===== src/rtl/assert_macros.svh =====
// Assertion macros for the RTL of the concentric disk map.
// No dependencies; define NO_ASSERTIONS to compile the checks away.
`ifndef ASSERT_MACROS_SVH
`define ASSERT_MACROS_SVH

`ifndef NO_ASSERTIONS
`define CDM_ASSERT(label, clk, rst, prop) \
   label: assert property (@(posedge clk) disable iff (rst) prop) \
      else $error("assertion failed");
`define CDM_ASSERT_NR(label, clk, prop) \
   label: assert property (@(posedge clk) prop) \
      else $error("assertion failed");
`else
`define CDM_ASSERT(label, clk, rst, prop)
`define CDM_ASSERT_NR(label, clk, prop)
`endif

`endif


===== src/rtl/cdm_pkg.sv =====
// Shared types and constants of the concentric disk map.
// No dependencies.
`default_nettype none

package cdm_pkg;

   typedef enum logic [1:0] {
      REG_EAST  = 2'd0,
      REG_NORTH = 2'd1,
      REG_WEST  = 2'd2,
      REG_SOUTH = 2'd3
   } region_type;

   // Request travelling down the divider chain; den is also the radius.
   typedef struct packed {
      logic [16:0] rem;
      logic [16:0] quo;
      logic [16:0] den;
      region_type  region;
      logic        add;
   } div_data_type;

   localparam logic signed [31:0] SIN_K0 = 32'sd843314857;
   localparam logic signed [31:0] SIN_K1 = -32'sd86699834;
   localparam logic signed [31:0] SIN_K2 = 32'sd2674041;
   localparam logic signed [31:0] SIN_K3 = -32'sd39273;
   localparam logic signed [31:0] COS_K0 = -32'sd331168970;
   localparam logic signed [31:0] COS_K1 = 32'sd17023474;
   localparam logic signed [31:0] COS_K2 = -32'sd350031;
   localparam logic signed [31:0] COS_K3 = 32'sd3856;
   localparam logic signed [31:0] ONE_Q30 = 32'sd1073741824;

endpackage

`default_nettype wire


===== src/rtl/cdm_div_cell.sv =====
// One restoring division step with a pipeline register and handshake.
// Depends on cdm_pkg.
`default_nettype none

module cdm_div_cell
   import cdm_pkg::*;
(
   input  wire logic         clock,
   input  wire logic         reset,
   input  wire logic         in_valid,
   output logic              in_ready,
   input  wire div_data_type in_data,
   output logic              out_valid,
   input  wire logic         out_ready,
   output div_data_type      out_data
);

   logic         valid_ff, valid_in;
   div_data_type data_ff, data_in;
   logic [18:0]  diff;
   logic         ge;

   assign in_ready = !valid_ff || out_ready;

   always_comb begin
      diff    = {1'b0, in_data.rem, 1'b0} - {2'b0, in_data.den};
      ge      = !diff[18];
      data_in = in_data;
      data_in.rem = ge ? diff[16:0] : {in_data.rem[15:0], 1'b0};
      data_in.quo = {in_data.quo[15:0], ge};
      valid_in = in_ready ? in_valid : valid_ff;
   end

   always_ff @(posedge clock) begin
      if (reset) begin
         valid_ff <= 1'b0;
      end else begin
         valid_ff <= valid_in;
      end
   end

   always_ff @(posedge clock) begin
      if (in_ready) begin
         data_ff <= data_in;
      end
   end

   assign out_valid = valid_ff;
   assign out_data  = data_ff;

endmodule

`default_nettype wire


===== config.mk =====
export PLATFORM = sky130hd
export DESIGN_NAME = cdm_div_cell
export DESIGN_NICKNAME = d
export VERILOG_FILES = /design/src/rtl/assert_macros.svh /design/src/rtl/cdm_pkg.sv /design/src/rtl/cdm_div_cell.sv
export SDC_FILE = /design/constraint.sdc
export NUM_CORES = 1
export LEC_CHECK = 0
export ABC_AREA = 1
export BUFFER_PORTS_ARGS = -buffer_cell sky130_fd_sc_hd__buf_2
export CORE_MARGIN = 2
export CORE_UTILIZATION = 46
export CTS_CLUSTER_SIZE = 14
export DETAILED_ROUTE_END_ITERATION = 16
export PLACE_DENSITY_LB_ADDON = 0.08
export SYNTH_ARGS = -nofsm -noshare
export SYNTH_HDL_FRONTEND = slang
export SYNTH_SLANG_ARGS = --single-unit

===== constraint.sdc =====
create_clock -name clock -period 2.3 [get_ports clock]
set_input_delay 0.23 -clock clock [delete_from_list [all_inputs] [get_ports clock]]
set_output_delay 0.23 -clock clock [all_outputs]
set_load 0.005 [all_outputs]

=== After elaboration in Yosys (flattened, before gate mapping) ===
Index checks and enable logic that the tools add are counted.

* Reduce and logical (&&, ||, !) cells: 3
* $add $sub $neg: 1
* Muxes and demuxes: 1

{| class="wikitable"
|+ Operators by type and width
! cell !! count
|-
| subtractor 18 x 17 -> 19 bit || 1
|-
| two-way mux 17 bit || 1
|-
| logical NOT 1 bit || 2
|-
| logical OR 1 bit || 1
|}

* Output and inout port bits: 56
* Flip-flop bits (word level): 55
* Logic and storage cells: 12

=== Depth between registers and ports, before layout ===
Gate-level depths: netlist of the first run.

* Depth after elaboration: 2
* Depth in mapped cells: 14
* Depth with buffers taken out: 13

=== Least setup slack after synthesis of the first run ===
OpenSTA, ideal clock, no wires.

* Path type: register to register
* Start point: register valid_ff, in the netlist out_valid
* End point: register data_ff (netlist bit out_data[0]), enable pin
* Cell stages (with the launch flop): 2
* Clock period less this slack: 1924 ps
* Arrival time: 1508 ps
* Path slack: 376 ps
* Path buffers: 0
* Cells stage by stage: dfxtp_1 > nand2_1

* Word-level cells in the longest chain between the ends: 2

{| class="wikitable"
|+ RTL lines
! element !! RTL line !! text
|-
| start, declared || cdm_div_cell.sv:18 || <nowiki>logic valid_ff, valid_in;</nowiki>
|-
| start signal, assigned || cdm_div_cell.sv:38 || <nowiki>valid_ff <= valid_in;</nowiki>
|-
| logical NOT 1 bit || cdm_div_cell.sv:23 || <nowiki>assign in_ready = !valid_ff || out_ready;</nowiki>
|-
| logical OR 1 bit || cdm_div_cell.sv:23 ||
|-
| named net in_ready || cdm_div_cell.sv:11 || <nowiki>output logic in_ready,</nowiki>
|-
| end signal, assigned || cdm_div_cell.sv:44 || <nowiki>data_ff <= data_in;</nowiki>
|-
| end, declared || cdm_div_cell.sv:19 || <nowiki>div_data_type data_ff, data_in;</nowiki>
|}

The timed path passes the listed nets, and every way through them passes these cells.
A chain may end at the register's enable or synchronous reset.

==> results of run 1 <==
==> area by class of cell <==
| cell class | instances | area [um^2] |
|---|---|---|
| fillers | 590 | 2590 |
| flip-flops and latches | 55 | 1640 |
| multi-input cells | 221 | 1140 |
| clock inverters | 3 | 20.0 |
| clock buffers | 5 | 68.8 |
| inverters | 65 | 246 |
| well taps | 77 | 96.3 |
| repair buffers | 113 | 581 |
==> cells by family after synthesis <==
logic type	Yosys count	synth area share, %
adders and majority gates	17	7.23
xor gates and xnor gates	6	1.73
AOI/OAI and AO/OA	12	1.97
DFF	55	53.9
buffers and inverters	67	8.83
and+or+nand+nor	186	26.3
==> flip-flops by register name, indices dropped and copies added (netlist names) <==
signal,cells
out_valid,1
out_data,54
==> per-layer routing <==
| metal | GRT usage, % | vias to the layer above | wire length (um) |
|---|---|---|---|
| met5 | 0 | - | 0 |
| met4 | 4.91 | 0 | 90 |
| met3 | 4.38 | 8 | 566 |
| met2 | 29.4 | 85 | 2850 |
| met1 | 22.3 | 1068 | 2900 |
| li1 | - | 1325 | - |
==> how the worst max path moves through the flow <==
| stage | from | endpoint | slack (ns) | depth (start not counted) |
|---|---|---|---|---|
| 6_report | in_data[10] | out_data[49]$_DFFE_PP_ | 0.60 | 14 |
| 5_1_grt | in_data[11] | out_data[45]$_DFFE_PP_ | 0.43 | 14 |
| 4_1_cts | in_data[10] | out_data[50]$_DFFE_PP_ | 0.59 | 14 |
| 3_5_place_dp | in_data[12] | out_data[50]$_DFFE_PP_ | 0.27 | 14 |
| 3_3_place_gp | in_data[12] | out_data[49]$_DFFE_PP_ | 0.30 | 14 |
| 2_1_floorplan | out_valid$_SDFFE_PP0P_ | out_data[0]$_DFFE_PP_ | 0.38 | 1 |
==> power by group <==
part / switching (uW) / total (uW) / internal [uW] / leakage [uW]
Combinational: 310 / 539 / 229 / 0.00142
Sequential: 20.8 / 1240 / 1220 / 0.000569
Clock: 322 / 535 / 213 / 0.0000418
Total: 653 / 2320 / 1670 / 0.00204
==> synth_stat cells <==
master / instances / share of area (%)
xor2_1: 4 / 1.2
nor2_1: 15 / 1.8
nand3b_1: 5 / 1.2
ha_1: 16 / 6.6
or2_2: 3 / 0.62
and2_1: 2 / 0.41
inv_2: 1 / 0.12
nand3_1: 15 / 2.5
fa_1: 1 / 0.66
o21ai_0: 2 / 0.33
nand3_2: 2 / 0.66
xnor2_1: 2 / 0.58
nand4_1: 5 / 1.0
nand2_4: 1 / 0.37
nand2_2: 4 / 0.82
nand2_1: 129 / 16
nor2_2: 3 / 0.62
dfxtp_1: 1 / 0.66
edfxtp_1: 54 / 53
nor3_1: 1 / 0.16
and3_1: 1 / 0.21
a21oi_1: 10 / 1.6
inv_1: 63 / 7.8
buf_6: 2 / 0.74
inv_4: 1 / 0.21
==> metrics by stage <==
step,area [um^2],hold WS (ns),total power [uW],cells
after global placement,3700,0.389,1800,531
after global routing,3790,0.0779,2460,539
after CTS,3790,0.0683,2350,539
after floorplan,3050,0.299,1600,343
after detailed placement,3700,0.396,1810,531
final,3790,0.0702,2320,539
==> placed cells by master (no fill, tap or decap), drive strengths merged, types with 2 or more instances in the layout <==
master  instances
xnor2           2
edfxtp         54
nor2           18
or2             3
xor2            4
o21ai           2
inv            65
a21oi          10
nand4           5
nand2         134
nand3b          5
nand3          17
clkbuf          5
ha             16
buf           113
clkinv          2
and2            2
==> out/metrics.cfg, run 1 <==
[routing]
first_pass_iters = 4
routedWlPerCell_um = 11.9
vias_per_cell = 4.61
drt-total-wl_um = 6410
vias = 2486
drt_iter0_drc = 72
ant_nets = 0
drc = 0

[floorplan]
die_w_um = 85.4
initial_core_util_pct = 47.7
ioPinCount = 114
rows = 29
dieArea_um2 = 7290
die_height_um = 85.4
core_area_um2 = 6390

[critical_path]
worstSetupStartpointType = primary input
critPathMaxFanout = 19
reg2regPathDepth = 2
worstPathRequired_ns = 2.36
regToRegSetupSlack_ns = 0.91
crit_chain = buf_2 > inv_1 > ha_1 > nand2_1 > nand2_1 > nand2_1 > nand2_1 > inv_2 > nand3_2 > nand2_2 > nand2_4 > inv_4 > nand2_1 > nand2_1
worst_path_most_repeated_cell = nand2_1
crit_arrival_ns = 1.76
critical_path_buf_inv_count = 4
path_class = in2reg
path_delay_family = simple AND/OR/NAND/NOR gates
cp_slowest_stage_delay_ns = 0.34
end_kind = register
slowest_stage = ha_1
worstReg2RegStart = out_valid$_SDFFE_PP0P_
r2r_end = out_data[25]$_DFFE_PP_

[synthesis]
synth.distinct_cells = 25
yosysSeqAreaShare_pct = 53.9
syn_nets = 418
yosys_warnings = 0
avgSynthCellArea_um2 = 8.88
synth_cells = 343
synth.cell_area_um2 = 3050
yosys_register_bits = 55

[clocking]
cts-resized-gates = 0
post_cts_buffers = 0
clk_latency_ns = 0.31
cts_made_buffers = 5
tritoncts = done
clock-sinks = 55
cts-root-buf = clkbuf_8
cts_hold_buffers = 0
clk_path_buf_depth = 2
cts_max_level = 2
clkTransAtPathRegs_ns = 0.09

[worst_hold_path]
hp-class = in2reg
holdPathEnd = out_valid$_SDFFE_PP0P_
hold_start = reset
hold_depth = 2

[sta]
drv_slew = 0
rsz0062_at_grt = false
skew_ns = 0.0140
setup_slack_ns = 0.603
hold_violations = 0
maxSlewHeadroom_pct = 57.3
setup_viol = 0
timing.final.crit_share_pct = 73.8
worst-slew-pin-transition_ns = 0.638
finalSetupTns_ns = 0
min_period_ns = 1.70
max_freq_ghz = 0.589

[finish]
num_antenna_cells = 0
area_delta_synth_final_pct = 24.5
final_core_util_pct = 59.4
nets = 536
drive_gt1_share_pct = 29.4

[power_and_ir_drop]
powerDensity_nw_per_um2 = 612
p_leak_uw = 0.00204
peakVddDrop_v = 0.000357

[global_route]
antenna_found_initial = 0
grt_pass1_vias = 2260
grt_pass1_wl_um = 10100
gr-total-overflow = 0
grt_max_degree = 32
grtUsageTotal_pct = 17.4

[job]
max_cap_viol_count = 0

[placed_design]
hpwlAfterDp_um = 4930
portBuffers = 112
place_congestion = 0.885
pre_cts_ws_ns = 0.267

[run_status]
status = complete, no violations

Note: power is estimated with default switching activity, not from simulation.
==> run 2, diff against run 1 <==
CORE_UTILIZATION = 45   (was 46)
clock period = 1.55 ns   (was 2.3 ns; I/O delays follow)
==> run 2 against run 1 <==
  * Clock power grew 80%
  * Sequential power grew 49%
  * Via count grew 9.1%
  * Largest power group unchanged
  * Register-to-register slack lost 0.39 ns
  * Setup slack lost 0.53 ns
  * Final cell count grew 6.5%
  * Utilization grew 6.1 points
  * Largest cell class unchanged
  * Hold slack lost 0.056 ns
==> out/metrics.cfg, run 2 (synthesis results as in run 1) <==
[run_status]
status = complete, no violations  ; unchanged

[finish]
final_core_util_pct = 65.5  ; was 59.4%
multi_input_area_um2 = 1290  ; was 1140 um^2
nets = 571  ; was 536
fillCellCount = 558  ; was 590
register_area_um2 = 1640  ; unchanged
num_antenna_cells = 0  ; unchanged
largest_reg_flops = 54  ; unchanged
instances_no_fill = 574  ; was 539
mostFrequentLayoutCell = nand2_1  ; unchanged
area_delta_synth_final_pct = 38.9  ; was 24.5%
layout_common_cells = nand2_1 (124), buf_2 (112), inv_1 (62)  ; was nand2_1 (128), buf_2 (112), inv_1 (63)
drive_gt1_share_pct = 37.6  ; was 29.4%

[routing]
drc = 0  ; unchanged
routedWlPerCell_um = 12.7  ; was 11.9 um
ant_nets = 0  ; unchanged
first_pass_iters = 4  ; unchanged
vias_per_cell = 4.73  ; was 4.61
drt-total-wl_um = 7310  ; was 6410 um
vias = 2713  ; was 2486
drt_iter0_drc = 133  ; was 72

[critical_path]
regToRegSetupSlack_ns = 0.52  ; was 0.91 ns
worst_path_most_repeated_cell = nand2_1  ; unchanged
critical_path_buf_inv_count = 4  ; unchanged
crit_chain = buf_2 > inv_1 > ha_1 > nand2_1 > inv_1 > nand2_1 > nor2_1 > nand2_4 > nand2_8 > inv_8 > nand2_1 > nand2_1  ; was buf_2 > inv_1 > ha_1 > nand2_1 > nand2_1 > nand2_1 > nand2_1 > inv_2 > nand3_2 > nand2_2 > nand2_4 > inv_4 > nand2_1 > nand2_1
crit_arrival_ns = 1.55  ; was 1.76 ns
slowest_stage = ha_1  ; unchanged
path_class = in2reg  ; unchanged
worstSetupStartpointType = primary input  ; unchanged
path_delay_family = simple AND/OR/NAND/NOR gates  ; unchanged
critPathMaxFanout = 16  ; was 19
worstPathRequired_ns = 1.63  ; was 2.36 ns
end_kind = register  ; unchanged
cp_slowest_stage_delay_ns = 0.33  ; was 0.34 ns

[clocking]
cts_max_level = 2  ; unchanged
clk_path_buf_depth = 2  ; unchanged
clkTransAtPathRegs_ns = 0.10  ; was 0.09 ns
cts_made_buffers = 5  ; unchanged
cts-root-buf = clkbuf_8  ; unchanged
clk_latency_ns = 0.31  ; about the same
tritoncts = done  ; unchanged
clock-sinks = 55  ; unchanged

[job]
max_cap_viol_count = 0  ; unchanged

[floorplan]
core_area_um2 = 6460  ; was 6390 um^2
die_w_um = 86.3  ; was 85.4 um
initial_core_util_pct = 47.2  ; was 47.7%
ioPinCount = 114  ; unchanged
rows = 29  ; unchanged
dieArea_um2 = 7440  ; was 7290 um^2
die_height_um = 86.3  ; was 85.4 um

[worst_hold_path]
hp-class = in2reg  ; unchanged

[global_route]
antenna_found_initial = 0  ; unchanged
grt_max_degree = 57  ; was 32
gr-total-overflow = 0  ; unchanged
grt_pass1_wl_um = 11600  ; was 10100 um
grt_pass1_vias = 2602  ; was 2260
grtUsageTotal_pct = 19.7  ; was 17.4%

[power_and_ir_drop]
p_leak_uw = 0.00223  ; was 0.00204 uW
peakVddDrop_v = 0.000372  ; was 0.000357 V
power_uw = 3800  ; was 2320 uW
powerDensity_nw_per_um2 = 898  ; was 612 nW/um^2

[sta]
rsz0062_at_grt = true  ; was false
worst-slew-pin-transition_ns = 0.403  ; was 0.638 ns
finalSetupTns_ns = 0  ; unchanged
drv_slew = 0  ; unchanged
min_period_ns = 1.47
hold_violations = 0  ; unchanged
skew_ns = 0.00547  ; was 0.0140 ns
timing.hold.ws_ns = 0.0140  ; was 0.0702 ns
timing.final.crit_share_pct = 95.0
setup_viol = 0  ; unchanged
max_freq_ghz = 0.679
maxSlewHeadroom_pct = 72.9  ; was 57.3%

[placed_design]
portBuffers = 112  ; unchanged
place_congestion = 0.866  ; was 0.885
hpwlAfterDp_um = 5490  ; was 4930 um
dp_cells = 564  ; was 531

-- run 2: changes by cell type in the layout (fill, tap and decap cells not counted), moves of 3 or more --
cell	before	now
ha_4	0	8
buf_4	0	33
nand2_2	5	8
nand2_1	128	124
ha_1	16	8
-- run 2: repair_timing --
item | 4_1_cts | 5_1_grt
endpoints found under the setup margin | 10 | 16
hold buffers | 1 | 0
buffers inserted | 0 | 0
pin swaps | 0 | 4
hold endpoints to repair | 1 | 0
gates resized for setup | 2 | 12
cloned | 0 | 1
-- run 2: path summary, 6_finish.rpt --
path,start,endpoint,cells after the start
max,in_data[18],out_data[50]$_DFFE_PP_,12
min,in_data[35],out_data[36]$_DFFE_PP_,1
max reg2reg,out_valid$_SDFFE_PP0P_,out_data[47]$_DFFE_PP_,2
min reg2reg,out_valid$_SDFFE_PP0P_,out_valid$_SDFFE_PP0P_,3
-- run 2: through the flow --
step / instance area (um^2) / setup slack, ns
3_3_place_gp: 4040 / -0.309
5_1_grt: 4230 / -0.0377
4_1_cts: 4170 / 0.0208
6_report: 4230 / 0.0770
2_1_floorplan: 3140 / 0.00361
3_5_place_dp: 4040 / -0.356
-- run 2: cell type report --
cell class | count | area share (%)
flip-flops and latches | 55 | 38.8
well taps | 77 | 2.28
repair buffers | 147 | 19.8
clock inverters | 2 | 0.887
multi-input cells | 222 | 30.6
inverters | 65 | 5.94
clock buffers | 6 | 1.72
-- run 2: power breakdown --
| group | leakage [uW] | switching (uW) | total, uW | internal [uW] |
|---|---|---|---|---|
| logic | 0.00161 | 522 | 982 | 460 |
| registers | 0.000569 | 35.1 | 1850 | 1820 |
| clock network | 0.0000514 | 482 | 964 | 483 |
| total | 0.00223 | 1040 | 3800 | 2760 |
-- run 2: routing by layer --
metal	GRT usage, %	routed length, um
met4	4.83	55
met2	34.0	3580
met1	25.6	3210
met3	3.81	462
met5	0	0
==> run 3, diff against run 2 <==
REMOVE_ABC_BUFFERS = 1   (was unset)
==> run 3 against run 2 <==
  * Clock skew is 0.0022 ns higher
  * Utilization is 0.50 points lower
  * Hold slack better by 0.0032 ns
  * Wire length is 5.1% lower
  * Via count is 1.0% lower
  * Global-route usage is 1.2 points lower
  * Critical path depth stayed put
  * Maximum frequency is 2.1% lower
  * First-iteration DRC count is 11% higher
  * Sequential power hardly changed
  * Clock-buffer cell count stayed put
==> out/metrics.cfg, run 3 (synthesis results as in run 1) <==
[floorplan]
dieArea_um2 = 7440  ; unchanged
die_height_um = 86.3  ; unchanged
rows = 29  ; unchanged
die_w_um = 86.3  ; unchanged
ioPinCount = 114  ; unchanged
core_area_um2 = 6460  ; unchanged
initial_core_util_pct = 47.2  ; unchanged

[routing]
ant_nets = 0  ; unchanged
vias = 2685  ; was 2713
first_pass_iters = 4  ; unchanged
drt-total-wl_um = 6940  ; was 7310 um
drt_iter0_drc = 147  ; was 133
routedWlPerCell_um = 12.0  ; was 12.7 um
drc = 0  ; unchanged
vias_per_cell = 4.65  ; was 4.73

[finish]
final_core_util_pct = 65.0  ; was 65.5%
mostFrequentLayoutCell = nand2_1  ; unchanged
layout_common_cells = nand2_1 (125), buf_2 (112), inv_1 (62)  ; was nand2_1 (124), buf_2 (112), inv_1 (62)
instances_no_fill = 578  ; was 574
drive_gt1_share_pct = 37.5  ; was 37.6%
largest_reg_flops = 54  ; unchanged
area_delta_synth_final_pct = 37.8  ; was 38.9%
num_antenna_cells = 0  ; unchanged
nets = 575  ; was 571

[placed_design]
place_congestion = 0.893  ; was 0.866
portBuffers = 112  ; unchanged
dp_cells = 568  ; was 564
hpwlAfterDp_um = 5300  ; was 5490 um

[clocking]
clk_path_buf_depth = 2  ; unchanged
clk_latency_ns = 0.31  ; about the same
clock-sinks = 55  ; unchanged
cts_max_level = 2  ; unchanged
clkTransAtPathRegs_ns = 0.10  ; about the same
post_cts_buffers = 0  ; unchanged
cts-root-buf = clkbuf_8  ; unchanged
cts_made_buffers = 5  ; unchanged
tritoncts = done  ; unchanged

[global_route]
grt_max_degree = 34  ; was 57
antenna_found_initial = 0  ; unchanged
grt_pass1_vias = 2540  ; was 2602
grt_pass1_wl_um = 11000  ; was 11600 um
grtUsageTotal_pct = 18.4  ; was 19.7%
gr-total-overflow = 0  ; unchanged

[critical_path]
worstPathRequired_ns = 1.63  ; about the same
reg2regPathDepth = 2  ; unchanged
setup.worst_path.start = in_data[8]  ; was in_data[18]
worstSetupStartpointType = primary input  ; unchanged
crit_end = out_data[52]$_DFFE_PP_  ; was out_data[50]$_DFFE_PP_
critPathMaxFanout = 3  ; was 16
crit_chain = buf_2 > inv_1 > ha_1 > buf_4 > nand2_1 > inv_1 > a21oi_1 > nand2_1 > nand2_2 > nand3b_1 > nand3_1 > nand2_1  ; was buf_2 > inv_1 > ha_1 > nand2_1 > inv_1 > nand2_1 > nor2_1 > nand2_4 > nand2_8 > inv_8 > nand2_1 > nand2_1
slowest_stage = ha_1  ; unchanged
critical_path_buf_inv_count = 4  ; unchanged
r2r_end = out_data[28]$_DFFE_PP_  ; was out_data[47]$_DFFE_PP_
worst_path_most_repeated_cell = nand2_1  ; unchanged
path_delay_family = simple AND/OR/NAND/NOR gates  ; unchanged
end_kind = register  ; unchanged
crit_arrival_ns = 1.58  ; was 1.55 ns
regToRegSetupSlack_ns = 0.53  ; was 0.52 ns
worstReg2RegStart = out_valid$_SDFFE_PP0P_  ; unchanged
cp.depth = 12  ; unchanged
cp_slowest_stage_delay_ns = 0.33  ; about the same
path_class = in2reg  ; unchanged

[power_and_ir_drop]
peakVddDrop_v = 0.000389  ; was 0.000372 V
power_uw = 3650  ; was 3800 uW
p_leak_uw = 0.00224  ; was 0.00223 uW
powerDensity_nw_per_um2 = 871  ; was 898 nW/um^2

[worst_hold_path]
hp-class = in2reg  ; unchanged

[sta]
skew_ns = 0.00766  ; was 0.00547 ns
timing.final.crit_share_pct = 97.1  ; was 95.0%
rsz0062_at_grt = true  ; unchanged
max_freq_ghz = 0.664  ; was 0.679 GHz
min_period_ns = 1.51  ; was 1.47 ns
hold_violations = 0  ; unchanged
maxSlewHeadroom_pct = 75.8  ; was 72.9%
setup_viol = 0  ; unchanged
worst-slew-pin-transition_ns = 0.359  ; was 0.403 ns
drv_slew = 0  ; unchanged

[run_status]
status = complete, no violations  ; unchanged

[job]
max_cap_viol_count = 0  ; unchanged

[run 3: cell count changes in the layout (fill, tap and decap cells not counted), sizes merged]
cell	change
bufinv	-1
buf	+4
clkinv	+1
[run 3: area by class of cell]
class                           count  area [um^2]
Clock buffer                        6         82.6
Multi-Input combinational cell    222         1240
Sequential cell                    55         1640
Tap cell                           77         96.3
Fill cell                         571         2260
Inverter                           65          251
Timing Repair Buffer              151          868
Clock inverter                      2         16.3
[run 3: metal layers]
layer | vias to the layer above | track usage (%) | part of all wire (%)
li1 | 1405 | - | -
met1 | 1188 | 23.6 | 43
met2 | 87 | 31.8 | 49
met3 | 5 | 4.00 | 7.4
met4 | 0 | 4.55 | 0.69
met5 | - | 0 | 0
[run 3: through the flow]
stage	hold slack (ns)	instance area (um^2)	setup slack (ns)	setup TNS (ns)
2_1_floorplan	0.224	3020	-0.374	-20.57
3_3_place_gp	0.312	3980	-0.288	-4.73
3_5_place_dp	0.320	3980	-0.333	-5.42
4_1_cts	0.00692	4090	0.00947	0
5_1_grt	0.00258	4200	-0.0440	-0.0622
6_report	0.0172	4200	0.0447	0
[run 3: worst min path at each step]
stage / slack, ns / startpoint / endpoint / cells past startpoint
after detailed placement: 0.32 / reset / out_valid$_SDFFE_PP0P_ / 2
after global routing: 0.003 / in_data[25] / out_data[26]$_DFFE_PP_ / 1
final: 0.02 / in_data[21] / out_data[22]$_DFFE_PP_ / 1
after CTS: 0.007 / in_data[34] / out_data[35]$_DFFE_PP_ / 1
after global placement: 0.31 / reset / out_valid$_SDFFE_PP0P_ / 2
after floorplan: 0.22 / reset / out_valid$_SDFFE_PP0P_ / 1
[run 3: where the power goes]
| group | internal [uW] | total, uW | switching, uW |
|---|---|---|---|
| registers | 1820 | 1850 | 30.1 |
| logic | 457 | 973 | 515 |
| clock network | 366 | 837 | 471 |
[run 3: timing repair]
| action | CTS | global route |
|---|---|---|
| resized for setup | 0 | 18 |
| setup endpoints to repair | 0 | 17 |
| hold buffers | 1 | 0 |
| endpoints found under the hold margin | 1 | 0 |
